--- src/rtl/lrcg_pkg.sv ---
// ----------------------------------------------------------------------------
// lrcg_pkg
// Shared types, register codes and reset values for the lidar ROI guard.
// ----------------------------------------------------------------------------
package lrcg_pkg;

   // Default fixed-point and datapath settings.
   localparam int LRCG_COEF_FRAC_BITS = 14;
   localparam int LRCG_COORD_WIDTH    = 18;
   localparam int LRCG_QUEUE_DEPTH    = 4;

   // Register index codes on the configuration port.
   typedef enum logic [2:0] {
      REG_XFORM_ROW_X   = 3'd0,
      REG_XFORM_ROW_Y   = 3'd1,
      REG_XFORM_ROW_Z   = 3'd2,
      REG_EGO_BOX       = 3'd3,
      REG_ROI_BOX       = 3'd4,
      REG_HEIGHT_WINDOW = 3'd5,
      REG_MIN_POINTS    = 3'd6,
      REG_MIN_FRAMES    = 3'd7
   } reg_index_type;

   // Register reset values.
   localparam logic [63:0] XFORM_ROW_X_RESET = 64'd16384;
   localparam logic [63:0] XFORM_ROW_Y_RESET = 64'd1073741824;
   localparam logic [63:0] XFORM_ROW_Z_RESET = 64'd70368744177664;
   localparam logic [15:0] MIN_POINTS_RESET  = 16'd1;
   localparam logic [7:0]  MIN_FRAMES_RESET  = 8'd1;

   // Saturation limits of the frame counters.
   localparam logic [15:0] POINT_COUNT_MAX = 16'hFFFF;
   localparam logic [7:0]  STREAK_MAX      = 8'hFF;

   // Configuration registers as seen by the front and back parts.
   typedef struct packed {
      logic [63:0] xform_row_x;
      logic [63:0] xform_row_y;
      logic [63:0] xform_row_z;
      logic [47:0] ego_box;
      logic [47:0] roi_box;
      logic [31:0] height_window;
      logic [15:0] min_points;
      logic [7:0]  min_frames;
   } cfg_type;

   // One classified point word passed from the front to the back.
   typedef struct packed {
      logic hit;
      logic last;
   } point_rec_type;

endpackage

--- src/rtl/lrcg_queue.sv ---
// ----------------------------------------------------------------------------
// lrcg_queue
// Short first-in first-out queue of classified point words.
// ----------------------------------------------------------------------------
module lrcg_queue
   import lrcg_pkg::*;
#(
   parameter int DEPTH = LRCG_QUEUE_DEPTH
) (
   input  logic          clock,
   input  logic          reset,
   input  logic          push_valid,
   input  point_rec_type push_data,
   output logic          full,
   input  logic          pop,
   output logic          head_valid,
   output point_rec_type head_data
);

   localparam int PTR_W = (DEPTH > 1) ? $clog2(DEPTH) : 1;
   localparam int CNT_W = $clog2(DEPTH + 1);

   point_rec_type    mem_ff [DEPTH];
   logic [PTR_W-1:0] wr_ptr_ff, wr_ptr_in;
   logic [PTR_W-1:0] rd_ptr_ff, rd_ptr_in;
   logic [CNT_W-1:0] count_ff, count_in;
   logic             do_pop;

   assign full       = (count_ff == CNT_W'(DEPTH));
   assign head_valid = (count_ff != '0);
   assign head_data  = mem_ff[rd_ptr_ff];
   assign do_pop     = pop && head_valid;

   // Pointer and fill-count updates, wrapping at any depth.
   always_comb begin
      wr_ptr_in = wr_ptr_ff;
      rd_ptr_in = rd_ptr_ff;
      count_in  = count_ff;
      if (push_valid) begin
         wr_ptr_in = (wr_ptr_ff == PTR_W'(DEPTH - 1)) ? '0 : wr_ptr_ff + 1'b1;
      end
      if (do_pop) begin
         rd_ptr_in = (rd_ptr_ff == PTR_W'(DEPTH - 1)) ? '0 : rd_ptr_ff + 1'b1;
      end
      if (push_valid && !do_pop) begin
         count_in = count_ff + 1'b1;
      end else if (!push_valid && do_pop) begin
         count_in = count_ff - 1'b1;
      end
   end

   // Storage and control registers.
   always_ff @(posedge clock) begin
      if (reset) begin
         wr_ptr_ff <= '0;
         rd_ptr_ff <= '0;
         count_ff  <= '0;
      end else begin
         wr_ptr_ff <= wr_ptr_in;
         rd_ptr_ff <= rd_ptr_in;
         count_ff  <= count_in;
      end
      if (push_valid) begin
         mem_ff[wr_ptr_ff] <= push_data;
      end
   end

endmodule

--- config.mk ---
export PLATFORM = sky130hd
export DESIGN_NAME = lrcg_queue
export DESIGN_NICKNAME = d
export VERILOG_FILES = /design/src/rtl/lrcg_pkg.sv /design/src/rtl/lrcg_queue.sv
export SDC_FILE = /design/constraint.sdc
export NUM_CORES = 1
export LEC_CHECK = 0
export BUFFER_PORTS_ARGS = -buffer_cell sky130_fd_sc_hd__clkbuf_2
export CAP_MARGIN = 10
export CORE_MARGIN = 1
export CORE_UTILIZATION = 47
export DETAILED_ROUTE_END_ITERATION = 6
export HOLD_SLACK_MARGIN = 0.12
export PLACE_DENSITY_LB_ADDON = 0.2
export REMOVE_ABC_BUFFERS = 1
export SLEW_MARGIN = 40
export SYNTH_ARGS = -nofsm -noshare
export SYNTH_HDL_FRONTEND = slang
export SYNTH_SLANG_ARGS = --single-unit
--- constraint.sdc ---
create_clock -name clock -period 2.9 [get_ports clock]
set_clock_uncertainty 0.15 [all_clocks]
set_input_delay 0.145 -clock clock [delete_from_list [all_inputs] [get_ports clock]]
set_output_delay 0.145 -clock clock [all_outputs]
set_load 0.05 [all_outputs]
==> metrics list, run 1 <==
* Cell area after synthesis: 748.2 um2
- Max-slew headroom: 0.8163
- Leakage power total: 0.3748 nW
- The multi-input combinational cells in the finished layout cover a total of 316.6 um2.
- Global routing usage on met3: 0.05217
* Count of inserted antenna diode cells: 0
- Number of resized instances in the post-cts repair step: 0
- Max-cap viol count: 0
* Worst EP required: 2.97 ns
- The count of nets left with antenna violations once routing finished came out at 0.
* Category of cells accounting for the largest share of critical-path delay: adder cells
- Category of the worst setup path capture point: flip-flop
- The cell sitting at the root of the clock tree is a clkbuf_4.
- The number of global-route vias before repair is 470.
- For the pin with the worst max-slew slack, the measured transition is 0.2755 ns.
* RSZ-0062 raised after global routing: no
* Register bit total from synthesis: 17
* Proportion of layout cells with a drive suffix above 1: 0.2361
- CP startpoint kind: flip-flop
* Slowest stage delay, CP: 0.39 ns
- Final hold vios: 0
- Final net count: 86
* Minimum clock period: 2.214 ns
- Max Freq: 451.6 MHz
* Antenna violations before repair: 0
* Count of boundary I/O pins: 10
* Worst setup path class: reg2reg
* P&R area growth vs syn: 18.90%
* Final cycle utilization of the critical path: 0.7635
- Worst hold stages: 4
* Power density over the cells: 801.6 nW/um2
- The die covers 1756 um2.
* Endpoints failing setup: 0
- Number of cells traversed by the worst register-to-register path: 7
- The total area inside the core boundary comes to 1489 um2.
* CTS tree: done
* Source of the worst register-to-register timing path: count_ff[0]
- At the end of the flow the core is filled with cells to 0.5975.
- The startpoint identified for the worst hold timing path is pop.
- Standard cell with the maximum stage delay on the critical path: dfxtp_1
- Drt first-iter violations: 5
- IR analysis of the VDD net gives a maximum drop of 0.4563 mV.
- Counting the fill cells in the layout gives 125.
- In this run the mean area of a mapped cell was 13.86 um2.
* Overall die width: 41.90 um
- Crit path from: count_ff[0]
- Vias per cell: 5.114
- The clock net in this run drives a total of 17 sinks.
- Status: finished clean
- Clock-pin slew was measured on the worst setup and hold paths at 0.09 ns.
- In this run, CTS created clock tree buffers numbering 3.
- Wire length of the first global-routing pass: 1925 um
- Worst-path cell chain: o31ai_4 -> ha_1 -> inv_1 -> fa_1 -> xor2_1 -> or3_1 -> a21oi_1
* Library cells used by synthesis: 18
- The worst hold path belongs to the class in2reg.
* Level count of the clock H-tree: 1
- PortBufs: 9
- Vertical extent of the die: 41.90 um
* Storage element area: 420.4 um2
* Gate count of the mapped netlist: 54
- Detailed-route wire length: 1070 um
* Sum of negative setup slack: 0 ns
- For this run, global-route usage on met1 was measured as 0.1633.
* Pin count of the biggest net entering global routing: 10
* Global-route met2 utilization: 0.2688
- Max-slew violation total from the final report: 0
- In the routed design, unresolved DRC markers number 0.
- The Yosys step of the flow raised 0 warnings.
- The first detailed-routing pass took 4 iterations.
- For the worst setup path, the data arrival time is 2.29 ns.
- Row cnt: 14
- In the final routed layout, each cell accounts on average for 12.16 um.
- In this run the most used layer during global routing was met2.
- Starting utilization of the core area: 0.5025
* Bufs and invs on worst path: 1
- Gr usage total: 0.1541
- At the end of routability-driven placement, the weighted congestion stood at 0.7341.
* Clock insertion delay at the later pin of the skew report: 0.28 ns
- DP HPWL: 795.5 um
* Aggregate global routing overflow: 0
- The clock passes through at most 2 buffers.
- Along the worst path, the maximum fanout reaches 5.
* Sequential area share after synthesis: 0.5619
- Logic depth of the worst path, buffers included: 7
- Count of vias placed by the detailed router: 450
==> worst min-delay path: stages <==
cell and delay, ns:
clkbuf_2 0.10, o31ai_4 0.08, mux2i_1 0.08, nor2_1 0.12
==> kinds of logic after synthesis <==
family | Yosys count | synth area share
multiplexers | 6 | 0.1137
flip-flops | 17 | 0.5619
AO/OA/AOI/OAI | 4 | 0.05350
adder cells (fa/ha/maj) | 7 | 0.1271
AND/OR/NAND/NOR | 15 | 0.1053
XOR/XNOR | 2 | 0.02342
buffers and inverters | 3 | 0.01505
==> path summary, 6_finish.rpt <==
kind	end	slack, ns
setup / recovery	count_ff[2]	0.69
hold / removal	rd_ptr_ff[1]	0.13
setup reg to reg	count_ff[2]	0.69
hold reg to reg	count_ff[2]	0.40
==> what timing repair did <==
action | 4_1_cts | 5_1_grt
buffers inserted | 0 | 0
hold endpoints to repair | 17 | 0
hold buffers | 5 | 0
==> power breakdown <==
| group | switching, mW | total [mW] | leakage, nW | internal, mW |
|---|---|---|---|---|
| registers | 0.0424 | 0.331 | 0.148 | 0.289 |
| clock network | 0.0693 | 0.123 | 0.0150 | 0.0534 |
| logic | 0.152 | 0.259 | 0.212 | 0.107 |
==> per-layer routing <==
layer | wire (um) | share of wire
met4 | 10 | 0.0093
met5 | 0 | 0
met3 | 45 | 0.042
met1 | 440 | 0.41
met2 | 574 | 0.54
==> stage by stage <==
step	hold WS [ns]	total power [mW]	std cells	area, um2	setup WS [ns]
2_1_floorplan	0.06198	0.5352	54	748.2	0.8454
3_3_place_gp	0.2287	0.5801	79	813.3	0.7522
3_5_place_dp	0.2203	0.5883	79	813.3	0.6972
4_1_cts	0.1262	0.7225	88	889.6	0.6771
5_1_grt	0.1742	0.7674	88	889.6	0.5283
6_report	0.1287	0.7131	88	889.6	0.6859
==> cell usage in the layout, fill, tap and decap left out <==
cell,Yosys,routed
dfxtp_1,9,9
clkbuf_2,0,9
edfxtp_1,8,8
nor2_1,6,6
ha_1,6,6
dlygate4sd3_1,0,5
and2_1,4,4
mux2i_1,4,4
inv_1,3,3
clkbuf_4,0,3
mux4_2,2,2
xor2_1,2,2
or3_1,2,2
o31ai_4,1,1
or3_2,1,1
nor3b_1,1,1
o21ai_0,1,1
a21oi_1,1,1
nand2_1,1,1
a21oi_2,1,1
fa_1,1,1
clkbuf_1,0,1
==> cell usage after synthesis <==
cell      instances  share of area
dfxtp_1           9           0.24
or3_1             2          0.017
nand2_1           1         0.0050
inv_1             3          0.015
o21ai_0           1         0.0067
edfxtp_1          8           0.32
or3_2             1          0.010
fa_1              1          0.027
ha_1              6           0.10
mux2i_1           4          0.054
xor2_1            2          0.023
a21oi_1           1         0.0067
o31ai_4           1          0.028
nor3b_1           1          0.010
nor2_1            6          0.030
a21oi_2           1          0.012
and2_1            4          0.033
mux4_2            2          0.060
==> cell type report <==
class                   count  area share
multi-input cells          34      0.3558
inverters                   3     0.01266
well taps                  16     0.02250
repair buffers             14      0.1069
flip-flops and latches     17      0.4726
clock buffers               4     0.02954
No activity file was read; power rests on OpenSTA's default activity.
==> run 2, diff against run 1 <==
- clock period: 2.9 -> 1.8 ns (I/O delays scaled with it)
==> run 2 against run 1 <==
Against the previous run:
- the flow now finishes with violations (hold timing, setup timing)
- largest cell class unchanged
- non-clock buffer count grew 7
- cell count increased by 8.0%
- utilization increased by 3.9 points
- highest routed layer unchanged
- global-route usage rose by 0.57 points
- routed wire length is 1.1% higher
- sequential cell count unchanged
- hold slack got worse by 0.20 ns
- combinational power grew 93%
- total power rose by 69%
- critical path depth did not move
- maximum frequency grew 12%
- count of clock-buffer cells in the layout unchanged
- critical path type unchanged
==> metrics list, run 2 (synthesis gave the netlist of run 1 again) <==
- Vias per cell: 4.747
- Overall die area: 1756 um2
- Maximum fanout along the worst path: 2
* Clock transition at the registers of the reported paths: 0.09 ns
- Across every metal layer, demand over resource in global routing totals 0.1597.
- Pre-Repair DR Iteration Count: 4
- Dividing the final minimum period by the clock period gives 1.099.
* Count of vias placed by the detailed router: 451
- Overall die width: 41.90 um
* Count of inserted antenna diode cells: 0
* Hold WS: -0.07163 ns
- Proportion of layout cells with a drive suffix above 1: 0.3924
- Power density over the cells: 1272 nW/um2
* Endpoints failing setup: 1
- CTS tree: done
* Non-filler instance count after layout: 95
- Final antenna-violating net count: 0
* Aggregate global routing overflow: 0
* Max-slew violation total from the final report: 0
- Final net count: 93
* Minimum clock period: 1.979 ns
* Cts bufs inserted: 3
- Worst EP required: 1.86 ns
* Max-slew headroom: 0.8166
- In this run the vertical extent of the chip is 41.90 um.
- RSZ-0062 raised after global routing: yes
- After detailed placement, the design holds a cell count of 85.
- Wire length of the first global-routing pass: 2042 um
* Worst reg-to-reg setup slack: -0.18 ns
- In this run, post-CTS hold repair placed 4 buffers.
* Highest ir drop seen on vdd: 0.7713 mV
- The critical path is of the reg2reg type.
* Leakage power total: 0.4098 nW
- Category of the worst setup path capture point: flip-flop
* Maximum number of buffers from clock root to sink: 2
- Derived from the worst setup path, the maximum achievable clock frequency is 505.4 MHz.
* DP HPWL: 845.5 um
- The initial antenna violation count came to 0.
- For this design the top-level I/O count stands at 10.
- The first routing iteration left 5 violations.
* Clock insertion delay at the later pin of the skew report: 0.28 ns
* Arrival time at the worst endpoint: 2.04 ns
* CP startpoint kind: flip-flop
- The final hold violation count was 7.
* Row cnt: 14
- CTS built an H-tree with a depth of 1.
- In the layout the commonest cells are clkbuf_2, edfxtp_1, buf_4, nor2_1, dfxtp_1.
* Starting utilization of the core area: 0.5025
- Routability-driven placement finished with a final weighted congestion of 0.7617.
- Most frequent standard cell in the layout excluding fill and tap cells: clkbuf_2
- Final WS setup: -0.1786 ns
* Sink count of the clock tree: 17
* Total power: 1.207 mW
* Pin count of the biggest net entering global routing: 10
- The checks that failed: hold timing, setup timing.
- P&R area growth vs syn: 26.76%
* Floorplan Core Area: 1489 um2
- Number of remaining DRC errors: 0
* Hold crit path type: in2reg
* Slew of the pin with the lowest slew margin: 0.2763 ns
- The flow ran to the end, but the final reports show violations.
- Across the run, the number of max-cap violations was 0.
- Root cell of the clock tree: clkbuf_4
- Detailed-route wire length: 1082 um
- PortBufs: 9
- Vias in the first global route: 472
- Dividing the detail-routed wire length by the instance count gives 11.39 um.
-- run 2: cell types whose count changed in the layout (fill, tap and decap cells not counted) --
cell | previous run | this run
fa_2 | 0 | 1
fa_1 | 1 | 0
buf_4 | 0 | 8
dfxtp_1 | 9 | 6
inv_1 | 3 | 2
ha_2 | 0 | 1
dlygate4sd3_1 | 5 | 4
dfxtp_2 | 0 | 3
inv_2 | 0 | 1
ha_1 | 6 | 5
-- run 2: cell type report --
cell class              count  area (um2)
fillers                   114       540.5
flip-flops and latches     17       424.2
multi-input cells          34       321.6
repair buffers             21       145.1
clock buffers               4       26.28
well taps                  16       20.02
inverters                   3       11.26
-- run 2: per-layer routing --
| layer | global-route usage | vias to the layer above | routed length (um) |
|---|---|---|---|
| li1 | - | 243 | - |
| met1 | 0.1954 | 201 | 515 |
| met2 | 0.2531 | 5 | 521 |
| met3 | 0.05217 | 2 | 27 |
| met4 | 0.07742 | 0 | 18 |
| met5 | 0 | - | 0 |
-- run 2: path summary, 6_finish.rpt --
check,endpoint,cells past startpoint,startpoint
worst min register to register,rd_ptr_ff[0],2,rd_ptr_ff[0]
worst max-delay path,count_ff[2],7,count_ff[2]
worst min-delay path,rd_ptr_ff[0],2,reset
worst max register to register,count_ff[2],7,count_ff[2]
-- run 2: repair_timing --
item,CTS,global route
gates resized for setup,4,2
endpoints found under the setup margin,1,3
pin swaps,3,2
endpoints found under the hold margin,17,7
setup buffers,1,1
-- run 2: stage by stage --
stage	TNS [ns]	cell area (um2)	hold WS (ns)	utilization	worst slack [ns]
6_report	-0.1786	948.4	-0.07163	0.6370	-0.1786
5_1_grt	-0.3072	948.4	-0.06687	0.6370	-0.2736
4_1_cts	-0.1934	938.4	-0.08724	0.6303	-0.1934
3_3_place_gp	-0.1814	858.3	0.1690	0.5765	-0.1814
2_1_floorplan	-0.2592	748.2	0.006976	-	-0.2546
3_5_place_dp	-0.2206	858.3	0.1702	0.5765	-0.2206
-- run 2: where the power goes --
group	total (mW)	internal, mW	switching (mW)	leakage [nW]
registers	0.517	0.469	0.0484	0.148
logic	0.499	0.221	0.278	0.246
clock network	0.190	0.0858	0.104	0.0150
-- run 2: worst max-delay path: stages (launching register included) --
cell and delay [ns]:
dfxtp_2 0.34, o31ai_4 0.26, ha_2 0.23, inv_2 0.04, fa_2 0.32, xor2_1 0.15
or3_1 0.31, a21oi_1 0.12
==> run 3, diff against run 2 <==
- REMOVE_ABC_BUFFERS: 1 -> unset
==> run 3 against run 2 <==
Against the previous run:
- the run ends with setup timing left
- cell count increased by 1.1%
- routed wire length increased by 6.8%
- maximum frequency decreased by 0.26%
- register-to-register slack about the same
- die area unchanged
- utilization increased by 1.1 points
- design area increased by 1.7%
- via count increased by 5.8%
- setup slack got worse by 0.0051 ns
- sequential power increased by 0.8%
- sequential share of layout area decreased by 0.75 points
- clock power about the same
- critical path type unchanged
- largest cell class unchanged
- largest power group is now combinational logic
- highest routed layer unchanged
==> metrics list, run 3 (synthesis gave the netlist of run 1 again) <==
* Max Freq: 504.1 MHz
* Proportion of layout cells with a drive suffix above 1: 0.4250
- Storage element area: 424.2 um2
- Floorplan Core Area: 1489 um2
- Counting every sink on the clock net gives 17.
* Category of the worst setup path capture point: flip-flop
- Routed wire per std cell: 12.04 um
- Highest ir drop seen on vdd: 0.6724 mV
- CP startpoint kind: flip-flop
* RSZ-0062 raised after global routing: yes
- The number of global-route vias before repair was 493.
- Max-cap viol count: 0
* Final net count: 94
- Status: finished with violations
* CTS tree: done
- The final hold violation count is 0.
* Row cnt: 14
- Worst reg-to-reg setup slack: -0.18 ns
- Starting utilization of the core area: 0.5025
* Overall die width: 41.90 um
- 0 antenna diodes ended up in the layout.
* Number of cells traversed by the worst register-to-register path: 7
* Net count after synthesis: 67
- The most critical setup path has its startpoint at count_ff[2].
* Antenna violations before repair: 0
* Cts bufs inserted: 3
- Counting along the longest clock path gives a buffer depth of 2.
- Subtracting the final worst setup slack from the clock period gives 1.984 ns.
- Clock latency on the worst-skew pair, taken at its later pin, is 0.28 ns.
* Power density over the cells: 1282 nW/um2
* Maximum fanout along the worst path: 2
- The worst pin sits at a relative slew slack of 0.8171.
- Final hold analysis gives a worst-case slack of 0.1370 ns.
* Root cell of the clock tree: clkbuf_4
- Wires add up to 1156 um.
- After global routing the overflow that remains totals 0.
* Count of boundary I/O pins: 10
* Wire length of the first global-routing pass: 2083 um
* Level count of the clock H-tree: 1
- In the layout the commonest cells are clkbuf_2, buf_4, edfxtp_1, nor2_1, dfxtp_1.
* Final antenna-violating net count: 0
- The completed layout was analyzed and its total power is 1.236 mW.
* Pre-Repair DR Iteration Count: 3
- CP endpoint: count_ff[2]
- In the routed layout, each cell is associated on average with a via count of 4.969.
* Sum of negative setup slack: -0.1837 ns
- The analysis attributes to cell leakage a power of 0.4136 nW.
- For the worst setup path, the data arrival time is 2.05 ns.
- Endpoints failing setup: 1
- Overall die area: 1756 um2
* Worst setup path class: reg2reg
* Hold crit path type: in2reg
- Slew of the pin with the lowest slew margin: 0.2756 ns
- The startpoint identified for the worst register-to-register timing path is count_ff[2].
- For this run, the total global-route usage over all layers was measured as 0.1630.
- Weighted congestion reported at the end of routability-driven placement: 0.7634
- Max-slew violation total from the final report: 0
* Total area of multi-input combinational cells: 330.3 um2
* Number of remaining DRC errors: 0
* PortBufs: 9
- In this run, the number of DRC markers left after iteration 0 of detailed routing was 6.
* Count of vias placed by the detailed router: 477
- Vertical extent of the die: 41.90 um
- STA puts the critical path data required time at 1.87 ns.
- In this run the critical register-to-register path is captured at count_ff[2].
- After filler insertion, the fill cell instance count of the layout stands at 120.
- Dpl ws: -0.1672 ns
- The checks that failed: setup timing.
* Pin count of the biggest net entering global routing: 10
- Final WS setup: -0.1837 ns
* Clock transition at the registers of the reported paths: 0.09 ns
- P&R area growth vs syn: 28.93%
* Final cycle utilization of the critical path: 1.102
run 3: critical path: stages (launching register included):
cell and delay, ns:
dfxtp_2 0.34, o31ai_4 0.25, ha_2 0.23, inv_2 0.04
fa_2 0.32, xor2_1 0.15, or3_1 0.32, a21oi_2 0.11
run 3: stage by stage:
stage                 util  instance area, um2  instances
floorplan                -               760.7         54
finish              0.6479               964.7         96
global placement    0.5849               870.8         85
CTS                 0.6403               953.4         95
detailed placement  0.5849               870.8         85
global route        0.6479               964.7         96
run 3: worst min-delay path by stage:
stage	from	to	slack [ns]	depth (start not counted)
2_1_floorplan	reset	count_ff[2]	0.002	1
3_3_place_gp	push_data[1]	mem_ff[0][1]	0.17	1
3_5_place_dp	push_data[1]	mem_ff[0][1]	0.17	1
4_1_cts	push_valid	count_ff[0]	0.16	4
5_1_grt	push_valid	count_ff[0]	0.15	4
6_report	push_valid	count_ff[0]	0.14	4
run 3: final cells by class:
cell class	count	share of cell area
Timing Repair Buffer	22	0.1582
Multi-Input combinational cell	34	0.3424
Sequential cell	17	0.4397
Inverter	3	0.01167
Clock buffer	4	0.02724
Tap cell	16	0.02075
run 3: per-layer routing:
layer  track usage  up-vias  wire, um
li1              -      244         -
met1        0.1855      224       494
met2        0.2844        7       616
met3       0.06522        2        35
met4       0.03871        0        10
met5             0        -         0
run 3: report_power, final:
part           switching [mW]  internal [mW]
Clock                   0.107         0.0860
Sequential             0.0500          0.471
Combinational           0.288          0.235
run 3: timing repair:
| action | in CTS | in global routing |
|---|---|---|
| setup buffers | 2 | 1 |
| endpoints found under the hold margin | 17 | 0 |
| hold buffers | 4 | 0 |
| resized for setup | 2 | 1 |
| endpoints found under the setup margin | 1 | 2 |
| pin swaps | 2 | 2 |
