File: config.mk
export PLATFORM = sky130hd
export DESIGN_NAME = lrcg_back
export DESIGN_NICKNAME = d
export VERILOG_FILES = /design/src/rtl/lrcg_pkg.sv /design/src/rtl/lrcg_back.sv
export SDC_FILE = /design/constraint.sdc
export NUM_CORES = 1
export LEC_CHECK = 0
export BUFFER_PORTS_ARGS = -buffer_cell sky130_fd_sc_hd__buf_2
export CORE_AREA = 2 2 146 148
export DETAILED_ROUTE_END_ITERATION = 12
export DIE_AREA = 0 0 148 150
export GPL_TIMING_DRIVEN = 0
export PLACE_DENSITY = 0.42
export SYNTH_ARGS = -nofsm -noshare
export SYNTH_HDL_FRONTEND = slang
export SYNTH_SLANG_ARGS = --single-unit
export TNS_END_PERCENT = 30
File: constraint.sdc
create_clock -name clock -period 7.9 [get_ports clock]
set_input_delay 1.58 -clock clock [delete_from_list [all_inputs] [get_ports clock]]
set_output_delay 1.58 -clock clock [all_outputs]
set_load 0.1 [all_outputs]
File: src/rtl/lrcg_pkg.sv
// ----------------------------------------------------------------------------
// lrcg_pkg
// Shared types, register codes and reset values for the lidar ROI guard.
// ----------------------------------------------------------------------------
package lrcg_pkg;

   // Default fixed-point and datapath settings.
   localparam int LRCG_COEF_FRAC_BITS = 14;
   localparam int LRCG_COORD_WIDTH    = 18;
   localparam int LRCG_QUEUE_DEPTH    = 4;

   // Register index codes on the configuration port.
   typedef enum logic [2:0] {
      REG_XFORM_ROW_X   = 3'd0,
      REG_XFORM_ROW_Y   = 3'd1,
      REG_XFORM_ROW_Z   = 3'd2,
      REG_EGO_BOX       = 3'd3,
      REG_ROI_BOX       = 3'd4,
      REG_HEIGHT_WINDOW = 3'd5,
      REG_MIN_POINTS    = 3'd6,
      REG_MIN_FRAMES    = 3'd7
   } reg_index_type;

   // Register reset values.
   localparam logic [63:0] XFORM_ROW_X_RESET = 64'd16384;
   localparam logic [63:0] XFORM_ROW_Y_RESET = 64'd1073741824;
   localparam logic [63:0] XFORM_ROW_Z_RESET = 64'd70368744177664;
   localparam logic [15:0] MIN_POINTS_RESET  = 16'd1;
   localparam logic [7:0]  MIN_FRAMES_RESET  = 8'd1;

   // Saturation limits of the frame counters.
   localparam logic [15:0] POINT_COUNT_MAX = 16'hFFFF;
   localparam logic [7:0]  STREAK_MAX      = 8'hFF;

   // Configuration registers as seen by the front and back parts.
   typedef struct packed {
      logic [63:0] xform_row_x;
      logic [63:0] xform_row_y;
      logic [63:0] xform_row_z;
      logic [47:0] ego_box;
      logic [47:0] roi_box;
      logic [31:0] height_window;
      logic [15:0] min_points;
      logic [7:0]  min_frames;
   } cfg_type;

   // One classified point word passed from the front to the back.
   typedef struct packed {
      logic hit;
      logic last;
   } point_rec_type;

endpackage

File: src/rtl/lrcg_back.sv
// ----------------------------------------------------------------------------
// lrcg_back
// Per-frame point counting, risky-frame streak and result register.
// ----------------------------------------------------------------------------
module lrcg_back
   import lrcg_pkg::*;
(
   input  logic          clock,
   input  logic          reset,
   input  cfg_type       cfg,
   input  logic          head_valid,
   input  point_rec_type head_data,
   output logic          pop,
   output logic          rsp_valid,
   input  logic          rsp_ready,
   output logic          rsp_is_collision,
   output logic          rsp_frame_risky,
   output logic [7:0]    rsp_hit_streak,
   output logic [15:0]   rsp_roi_points
);

   logic [15:0] count_ff, count_in;
   logic [7:0]  streak_ff, streak_in;
   logic        rsp_valid_ff, rsp_valid_in;
   logic        collision_ff, risky_ff;
   logic [7:0]  out_streak_ff;
   logic [15:0] out_points_ff;
   logic [15:0] count_new;
   logic [15:0] need;
   logic        risky;
   logic        pop_last;

   // A non-last word is always taken; a last word needs a free result slot.
   assign pop      = head_valid && (!head_data.last || !rsp_valid_ff || rsp_ready);
   assign pop_last = pop && head_data.last;

   // Count and streak arithmetic.
   always_comb begin
      count_new = (head_data.hit && count_ff != POINT_COUNT_MAX) ?
                  count_ff + 16'd1 : count_ff;
      need      = (cfg.min_points == '0) ? 16'd1 : cfg.min_points;
      risky     = (count_new >= need);
      count_in  = count_ff;
      streak_in = streak_ff;
      if (pop) begin
         count_in = head_data.last ? '0 : count_new;
      end
      if (pop_last) begin
         if (!risky) begin
            streak_in = '0;
         end else if (streak_ff != STREAK_MAX) begin
            streak_in = streak_ff + 8'd1;
         end
      end
      rsp_valid_in = pop_last || (rsp_valid_ff && !rsp_ready);
   end

   // State and result registers.
   always_ff @(posedge clock) begin
      if (reset) begin
         count_ff     <= '0;
         streak_ff    <= '0;
         rsp_valid_ff <= 1'b0;
      end else begin
         count_ff     <= count_in;
         streak_ff    <= streak_in;
         rsp_valid_ff <= rsp_valid_in;
      end
      if (pop_last) begin
         collision_ff  <= (streak_in >= cfg.min_frames);
         risky_ff      <= risky;
         out_streak_ff <= streak_in;
         out_points_ff <= count_new;
      end
   end

   assign rsp_valid        = rsp_valid_ff;
   assign rsp_is_collision = collision_ff;
   assign rsp_frame_risky  = risky_ff;
   assign rsp_hit_streak   = out_streak_ff;
   assign rsp_roi_points   = out_points_ff;

`ifndef SYNTHESIS
   // Closing a frame always clears the point count.
   a_count_clears: assert property (@(posedge clock) disable iff (reset)
      pop_last |=> (count_ff == '0))
      else $error("point count not cleared after frame end");

   // The point count holds at its ceiling within a frame.
   a_count_saturates: assert property (@(posedge clock) disable iff (reset)
      (pop && !head_data.last && count_ff == POINT_COUNT_MAX)
      |=> (count_ff == POINT_COUNT_MAX))
      else $error("point count wrapped");

   // A new result only appears after a frame end was taken from the queue.
   a_rsp_from_frame_end: assert property (@(posedge clock) disable iff (reset)
      $rose(rsp_valid_ff) |-> $past(pop_last))
      else $error("result raised without a frame end");

   // A risky frame always carries a nonzero streak, a clean one a zero streak.
   a_risky_streak: assert property (@(posedge clock) disable iff (reset)
      rsp_valid_ff |-> (risky_ff == (out_streak_ff != '0)))
      else $error("risky flag and streak disagree");
`endif

endmodule

==> impl_metrics.toml, run 1 <==
[outcome]
status = "complete, no violations"

[cells_and_area]
instances_no_fill = 648
layout_common_cells = "buf_2, edfxtp_1, ha_1, dfxtp_1, inv_1"
final_layout_size_suffix_gt1_frac = 0.236
fillers = 2328
num_antenna_cells = 0
mostFrequentLayoutCell = "buf_2"
syn2layout_area_growth_pct = 26.3
nets = 747

[run]
cap_violations = 0

[routing]
drtIter0Drc = 99
drt-pass1-iter-count = 4
wl_per_cell_um = 13.5
drc = 0
wirelength_mm = 8.72
postRouteAntennaNets = 0
vias_per_cell = 3.83
via_count = 2482

[clocking]
clk_pin_slew_ps = 70
holdBufCountCts = 0
cts_max_path_buffers = 2
cts_buffers = 5
post-cts-setup-buffer-count = 0
cts_sinks = 51
htree_levels = 2
clock-root-buffer = "clkbuf_16"
cts_resized = 0
clk_latency_ps = 300
cts_tree = "yes"

[timing]
min_period_ps = 5650
hold_ws_ps = 537
clock_skew_ps = 7.54
finalHoldViolCount = 0
rsz0062_at_grt = "false"
setup_viol = 0
slew_violations = 0
period_share = 0.715
tns_ps = 0
slew_headroom = 0.224
fmax_mhz = 177
worst_slew_pin_slew_ps = 1160

[critical_path]
end_kind = "flop"
critPathRequiredTime_ps = 7940
crit_path_start_kind = "primary input"
cp.arrival_ps = 5690
crit_type = "primary input to flop"
cp_max_fo = 8

[logic_synthesis]
syn_avg_cell_area_sq_um = 9.64
ys.flop_type = "edfxtp_1"
synthesis.nets = 684
ys_types = 56
synth-simple-area-share = 0.203
synthArstFlopShare = 0
synth-xor-area-share = 0.0559
yosys_warnings = 0
synth-edff-count = 26
ys_ff_latch = 51
synth_area_sq_um = 2980
yosysSeqAreaShare = 0.430
synthMuxAreaShare = 0.0105
synth_top_family_by_area = "simple AND/OR/NAND/NOR gates"
synth-compound-area-share = 0.139
syn_inst = 309
synth_fa_ha_area_frac = 0.105

[die]
core-area_sq_um = 20700
ios = 378
rows = 53
die-width_um = 148
die-height_um = 150
die_area_sq_um = 22200
start_util = 0.144

[power_and_ir_drop]
pwr_density_cell_nw_per_um2 = 164
vdd_ir_drop_max_uv = 77.8
p_leak_nw = 1.55
design_power_total_mw = 0.618

[place]
place.gp.congestion = 0.825
dp_cells = 640
hpwl_mm = 6.96
numPortBuffers = 56

[global_route]
grt.total_usage = 0.0786
gr-total-overflow = 0
grt_max_degree = 28
grt_pass1_wl_mm = 13.4
antenna_found_initial = 1
grt_pass1_vias = 2449

[hold_path]
hold_class = "flop to flop"
metrics by stage:
| stage | setup WS (ps) | area [sq um] | utilization |
|---|---|---|---|
| CTS | 2230 | 3760 | 0.182 |
| global placement | 1920 | 3600 | 0.174 |
| global route | 1900 | 3760 | 0.182 |
| detailed placement | 1940 | 3600 | 0.174 |
| floorplan | 2780 | 2980 | - |
| finish | 2250 | 3760 | 0.182 |
cells in the mapped netlist (2+ instances only):
cell type | instances | area [sq um]
xor2_1 | 11 | 96.3
nor2_1 | 20 | 75.1
mux2i_1 | 2 | 20.0
edfxtp_1 | 26 | 781
a211oi_1 | 2 | 15.0
o31ai_1 | 2 | 15.0
nor3_1 | 11 | 55.1
xnor2_1 | 8 | 70.1
o21ai_1 | 2 | 10.0
a21o_1 | 2 | 15.0
o21bai_1 | 2 | 15.0
clkbuf_1 | 4 | 15.0
dfxtp_1 | 25 | 500
nor4_1 | 3 | 18.8
buf_6 | 3 | 33.8
or3_1 | 4 | 25.0
and4_1 | 4 | 35.0
nor2b_1 | 2 | 12.5
buf_2 | 4 | 20.0
a21oi_2 | 2 | 17.5
nand3_1 | 12 | 60.1
o21ai_0 | 16 | 80.1
nand4_1 | 7 | 43.8
a22o_1 | 3 | 26.3
nand2b_1 | 5 | 31.3
a21oi_1 | 17 | 85.1
a31oi_1 | 5 | 31.3
nor3_2 | 2 | 20.0
inv_1 | 24 | 90.1
nand2_1 | 23 | 86.3
ha_1 | 25 | 313
and3_1 | 7 | 43.8
final cells by class:
cell class                 count  area, sq um  area share
clock inverter                 1         7.51     0.00200
clock buffer                   7          153      0.0406
sequential                    51         1280       0.341
buffer                        12         76.3      0.0203
inverter                      25         93.8      0.0249
multi-input combinational    221         1530       0.406
tap                          275          344      0.0915
timing repair buffer          56          280      0.0745
worst max-delay path, stage by stage:
cell,delay [ps]
buf_2,120
and3_1,170
clkbuf_1,240
nand3_1,110
a21oi_1,290
nand2_1,150
xnor2_1,470
ha_1,270
nand4_1,150
a2111oi_2,340
o221ai_2,170
and4_1,210
buf_6,150
or2_1,230
ha_1,260
nand2b_1,140
a21o_1,190
a21oi_1,140
nor2b_1,60
o211ai_1,160
a21oi_1,90
report_power, final:
part	switching, mW	internal (mW)	leakage [nW]	total (mW)
clock	0.0986	0.135	0.0761	0.233
sequential	0.00268	0.284	0.441	0.287
combinational	0.0764	0.0207	1.03	0.0972
total	0.178	0.440	1.55	0.618
state kept, by name, indices dropped and copies added, names as in the netlist:
register,cells
streak_ff,8
rsp_hit_streak,8
rsp_is_collision,1
rsp_frame_risky,1
rsp_valid,1
count_ff,16
rsp_roi_points,16
logic make-up (layout without fill, tap and decap cells):
| group | Yosys count | in the layout |
|---|---|---|
| simple gates | 111 | 111 |
| compound gates | 63 | 63 |
| flops | 51 | 51 |
| buf+inv | 37 | 101 |
| fa+ha+maj | 25 | 25 |
| xor+xnor | 19 | 19 |
| mux | 3 | 3 |
final timing paths:
kind                     start          endpoint  slack, ps  depth (start not counted)
setup / recovery  head_data[1]  rsp_is_collision       2250                         21
setup reg to reg   count_ff[0]  rsp_is_collision       3180                         20
hold / removal     count_ff[0]       count_ff[0]        540                          2
hold reg to reg    count_ff[0]       count_ff[0]        540                          2
per-layer routing:
| metal | global-route usage | wire length, um | up-vias |
|---|---|---|---|
| met5 | 0 | 13 | - |
| met4 | 0.0319 | 176 | 2 |
| met3 | 0.0247 | 674 | 12 |
| met2 | 0.113 | 3530 | 74 |
| met1 | 0.109 | 4320 | 1143 |
| li1 | - | - | 1251 |
(Power assumes the default switching activity.)
==> run 2, diff against run 1 <==
Settings changed: CORE_AREA 2 2 146 148 to 2 2 148 150, DIE_AREA 0 0 148 150 to 0 0 150 152.
Clock period 7.9 ns to 4.9 ns, I/O delays scaled along.
==> run 2 against run 1 <==
Clock skew increased by 2.7 ps. Combinational power increased by 65%. Total power up 67%. Cell area increased by 4.8%. Register-to-register slack got worse by 2900 ps. Utilization rose by 0.28 points. Highest routed layer unchanged.
==> impl_metrics.toml, run 2 (synthesized netlist as in run 1, its figures left out) <==
[routing]
vias_per_cell = 3.88
drtIter0Drc = 83
drc = 0
via_count = 2547
postRouteAntennaNets = 0
drt-met1-wl_mm = 4.61
dr_wl_met2_mm = 3.74
wirelength_mm = 9.18
highest_layer = "met5"
drt-pass1-iter-count = 5
wl_met3_um = 669
wl_per_cell_um = 14.0

[run]
cap_violations = 0

[critical_path]
critPathRequiredTime_ps = 4940
crit_path_start_kind = "primary input"
r2r-start = "count_ff[12]"
regToRegEndpoint = "rsp_is_collision"
cp.arrival_ps = 4670
end_kind = "flop"
crit_type = "primary input to flop"
reg2reg_depth = 19
ff2ff_setup_slack_ps = 300
cp_max_fo = 8

[power_and_ir_drop]
power.switching_mw = 0.297
p_seq_frac = 0.449
pwr_density_cell_nw_per_um2 = 262
combPwrFrac = 0.155
p_leak_nw = 1.60
pwr-share-clk = 0.396
switching_share = 0.288
vdd_ir_drop_max_uv = 127
p_int_mw = 0.734

[timing]
slew_violations = 0
worst_slew_pin_slew_ps = 1190
finalHoldViolCount = 0
clock_skew_ps = 10.3
slew_headroom = 0.203
rsz0062_at_grt = "false"
final.setup.worst_slack_ps = 271
period_share = 0.945
min_period_ps = 4630
fmax_mhz = 216
setup_viol = 0

[cells_and_area]
syn2layout_area_growth_pct = 32.4
num_antenna_cells = 0
instances_no_fill = 656
final_layout_size_suffix_gt1_frac = 0.298
final_area_sq_um = 3940
nets = 750
utilization = 0.185
layout_common_cells = "buf_2, edfxtp_1, inv_1, ha_1"
mostFrequentLayoutCell = "buf_2"

[hold_path]
whs_path_depth = 2
min_to = "count_ff[0]"
hold_class = "flop to flop"
min_from = "count_ff[0]"

[place]
dp_cells = 645
dpl_cell_area_sq_um = 3610
hpwl_mm = 7.15
place.gp.congestion = 0.827
numPortBuffers = 56
pre_cts_ws_ps = -583

[global_route]
grt.total_usage = 0.0806
antenna_found_initial = 1
grt_max_degree = 28
grt_pass1_vias = 2503
gr-total-overflow = 0
grt_pass1_wl_mm = 14.2

[outcome]
status = "complete, no violations"

[die]
start_util = 0.139
ios = 378
die-height_um = 152
die_area_sq_um = 22800
rows = 54
die-width_um = 150
core-area_sq_um = 21400

[clocking]
holdBufCountCts = 0
clk_latency_ps = 300
cts_sinks = 51
clock-root-buffer = "clkbuf_16"
cts_buffers = 5
cts_max_path_buffers = 2
clk_pin_slew_ps = 70
htree_levels = 2
cts_tree = "yes"
-- run 2: cell types whose count changed in the layout (fill, tap and decap cells not counted), moves of 2 or more --
cell	before	now
nor3_1	11	9
nand2_1	23	20
buf_4	1	5
xnor2_2	0	2
a21oi_1	17	15
dfxtp_1	25	20
clkbuf_8	2	0
xnor2_1	8	5
nor3_2	2	4
nand2_2	0	3
xor2_2	0	3
xor2_1	11	8
dfxtp_2	0	4
-- run 2: layer usage --
metal	vias to the layer above	global-route usage
met5	-	0
met2	83	0.110
li1	1252	-
met4	2	0.0274
met1	1199	0.121
met3	11	0.0201
-- run 2: layout make-up --
type | instances | area (sq um)
Buffer | 11 | 75.1
Clock buffer | 6 | 129
Clock inverter | 2 | 37.5
Fill cell | 2423 | 17400
Inverter | 25 | 93.8
Multi-Input combinational cell | 221 | 1660
Sequential cell | 51 | 1290
Tap cell | 280 | 350
Timing Repair Buffer | 60 | 310
-- run 2: critical path, cell delays in order --
cell and delay [ps]:
buf_2 140, and3_4 240, nand3_1 130, a21oi_4 200, nand2_2 100, xnor2_2 200, ha_1 350, nand4_1 160
a2111oi_4 320, o221ai_2 160, and4_2 240, buf_6 150, or2_1 230, ha_1 260, nand2b_1 140, a21o_1 190
a21oi_2 160, nor2b_1 70, o211ai_1 150, a21oi_1 90
-- run 2: worst max path at each step --
stage                            start               end  depth (start not counted)  slack [ps]
after detailed placement  head_data[1]  rsp_is_collision                         21        -580
after floorplan           head_data[1]  rsp_is_collision                         20         380
after global routing       count_ff[1]  rsp_is_collision                         20           2
final                     head_data[1]  rsp_is_collision                         20         270
after CTS                 head_data[1]  rsp_is_collision                         20          20
after global placement    head_data[1]  rsp_is_collision                         21        -580
-- run 2: timing repair --
action	CTS	global route
hold endpoints to repair	0	0
pin swaps	0	5
buffers inserted	0	4
endpoints found under the setup margin	1	1
gates resized for setup	5	24
-- run 2: per-stage QoR --
| stage | TNS, ps | hold WS [ps] | power, mW |
|---|---|---|---|
| final | 0 | 538 | 1.03 |
| after global placement | -579 | 505 | 0.630 |
| after detailed placement | -583 | 531 | 0.631 |
| after global routing | 0 | 551 | 1.08 |
| after CTS | 0 | 536 | 1.05 |
| after floorplan | 0 | 474 | 0.588 |
-- run 2: power groups by stage --
stage / combinational (mW) / sequential [mW] / clock [mW]
3_5_place_dp: 0.159 / 0.472 / 0
3_3_place_gp: 0.157 / 0.473 / 0
6_report: 0.160 / 0.463 / 0.409
5_1_grt: 0.171 / 0.464 / 0.442
2_1_floorplan: 0.0465 / 0.541 / 0
4_1_cts: 0.159 / 0.463 / 0.423
==> run 3, diff against run 2 <==
==> constraint.sdc (replaced) <==
create_clock -name clock -period 4.9 [get_ports clock]
set_input_delay 0.49 -clock clock [delete_from_list [all_inputs] [get_ports clock]]
set_output_delay 0.49 -clock clock [all_outputs]
set_load 0.1 [all_outputs]
==> run 3 against run 2 <==
Setup slack better by 76 ps. Clock skew shrank 0.69 ps. Total power hardly changed. Sequential power is essentially flat. Clock power hardly changed. Critical endpoint unchanged. Worst hold slack lost 20 ps. Cell area fell by 2.2%. Critical path type is now flop to flop.
==> impl_metrics.toml, run 3 (synthesized netlist as in run 1, its figures left out) <==
[critical_path]
end_kind = "flop"
ff2ff_setup_slack_ps = 350
endpoint = "rsp_is_collision"
cp_slowest_stage_delay_ps = 510
cp.arrival_ps = 4600
crit_family = "simple AND/OR/NAND/NOR gates"
crit_path_top_delay_cell = "or4_1"
path_cells = "clkbuf_4 > nand4_1 > or4_1 > buf_2 > nand2_2 > mux2_2 > ha_1 > a21oi_1 > a2111oi_2 > o221ai_2 > and4_4 > buf_6 > or2_1 > ha_1 > nand2b_1 > a21o_1 > a21oi_2 > nor2b_1 > o211ai_1 > a21oi_1"
r2r-start = "count_ff[6]"
path_buf_inv = 3
regToRegEndpoint = "rsp_is_collision"
worst-path-stages = 20
reg2reg_depth = 20
cp-startpoint = "count_ff[6]"
cp_max_fo = 8
critPathRequiredTime_ps = 4940
crit_type = "flop to flop"
crit_path_start_kind = "flop"

[routing]
drc = 0
drt-pass1-iter-count = 5
wirelength_mm = 8.98
postRouteAntennaNets = 0
via_count = 2512
vias_per_cell = 3.84
drtIter0Drc = 82
wl_per_cell_um = 13.7

[die]
core-area_sq_um = 21400
die_area_sq_um = 22800
die-height_um = 152
rows = 54
start_util = 0.139
ios = 378
die-width_um = 150

[cells_and_area]
layout_common_cells = "buf_2, edfxtp_1, inv_1, ha_1, nand2_1"
mostFrequentLayoutCell = "buf_2"
num_antenna_cells = 0
nets = 748
syn2layout_area_growth_pct = 29.4
final_layout_size_suffix_gt1_frac = 0.275
utilization = 0.180
instances_no_fill = 654

[global_route]
gr-total-overflow = 0
grt_pass1_vias = 2513
grt.total_usage = 0.0806
antenna_found_initial = 1
grt_max_degree = 28
grt_pass1_wl_mm = 14.2

[clocking]
cts_max_path_buffers = 2
clk_pin_slew_ps = 70
cts_buffers = 5
cts_tree = "yes"
clock-root-buffer = "clkbuf_16"
holdBufCountCts = 0
clk_latency_ps = 300
htree_levels = 2
cts_sinks = 51

[power_and_ir_drop]
pwr_density_cell_nw_per_um2 = 267
p_leak_nw = 1.58
vdd_ir_drop_max_uv = 127

[place]
numPortBuffers = 56
hpwl_mm = 7.15
place.gp.congestion = 0.827
pre_cts_ws_ps = -93.5
dp_cells = 645

[timing]
rsz0062_at_grt = "false"
min_period_ps = 4550
clock_skew_ps = 9.59
setup_viol = 0
slew_violations = 0
worst_slew_pin_slew_ps = 1180
slew_headroom = 0.213
period_share = 0.929
final.setup.worst_slack_ps = 347
finalHoldViolCount = 0
fmax_mhz = 220

[run]
cap_violations = 0

[outcome]
status = "complete, no violations"

[hold_path]
hold_class = "flop to flop"
run 3: final cells by class:
| type | count | area (sq um) |
|---|---|---|
| multi-input cells | 221 | 1590 |
| clock buffers | 6 | 129 |
| well taps | 280 | 350 |
| clock inverters | 2 | 37.5 |
| fillers | 2430 | 17500 |
| inverters | 25 | 93.8 |
| repair buffers | 57 | 288 |
| plain buffers | 12 | 78.8 |
| flip-flops and latches | 51 | 1290 |
run 3: how the worst min path moves through the flow:
stage / cells past startpoint / from / endpoint / slack, ps
2_1_floorplan: 2 / count_ff[1] / count_ff[1] / 470
3_3_place_gp: 2 / count_ff[1] / count_ff[1] / 500
3_5_place_dp: 2 / count_ff[1] / count_ff[1] / 530
4_1_cts: 2 / count_ff[1] / count_ff[1] / 540
5_1_grt: 1 / count_ff[13] / count_ff[13] / 550
6_report: 1 / count_ff[13] / count_ff[13] / 520
run 3: through the flow:
| stage | area, sq um | hold WS, ps | setup TNS [ps] | power [mW] |
|---|---|---|---|---|
| floorplan | 2980 | 474 | 0 | 0.588 |
| global placement | 3610 | 505 | -89.2 | 0.630 |
| detailed placement | 3610 | 531 | -93.5 | 0.631 |
| CTS | 3770 | 536 | 0 | 1.05 |
| global route | 3850 | 548 | 0 | 1.08 |
| finish | 3850 | 518 | 0 | 1.03 |
run 3: timing repair:
item | CTS | global route
resized for setup | 0 | 19
endpoints found under the setup margin | 0 | 1
setup buffers | 0 | 1
run 3: worst reg2reg max path: stages (launching register included):
cell and delay, ps:
dfxtp_1 310, clkbuf_4 170, nand4_1 90, or4_1 510
buf_2 170, nand2_2 110, mux2_2 370, ha_1 290
a21oi_1 100, a2111oi_2 390, o221ai_2 170, and4_4 190
buf_6 140, or2_1 230, ha_1 260, nand2b_1 140
a21o_1 190, a21oi_2 160, nor2b_1 70, o211ai_1 150
a21oi_1 90
run 3: per-layer routing:
layer	vias up	part of all wire	track usage
met1	1171	0.52	0.121
met5	-	0.00089	0
met3	11	0.063	0.0201
met4	2	0.017	0.0274
li1	1251	-	-
met2	77	0.40	0.111
run 3: power by group:
part / switching, mW / internal [mW]
combinational: 0.124 / 0.0344
sequential: 0.00448 / 0.458
clock: 0.167 / 0.242
total: 0.296 / 0.734
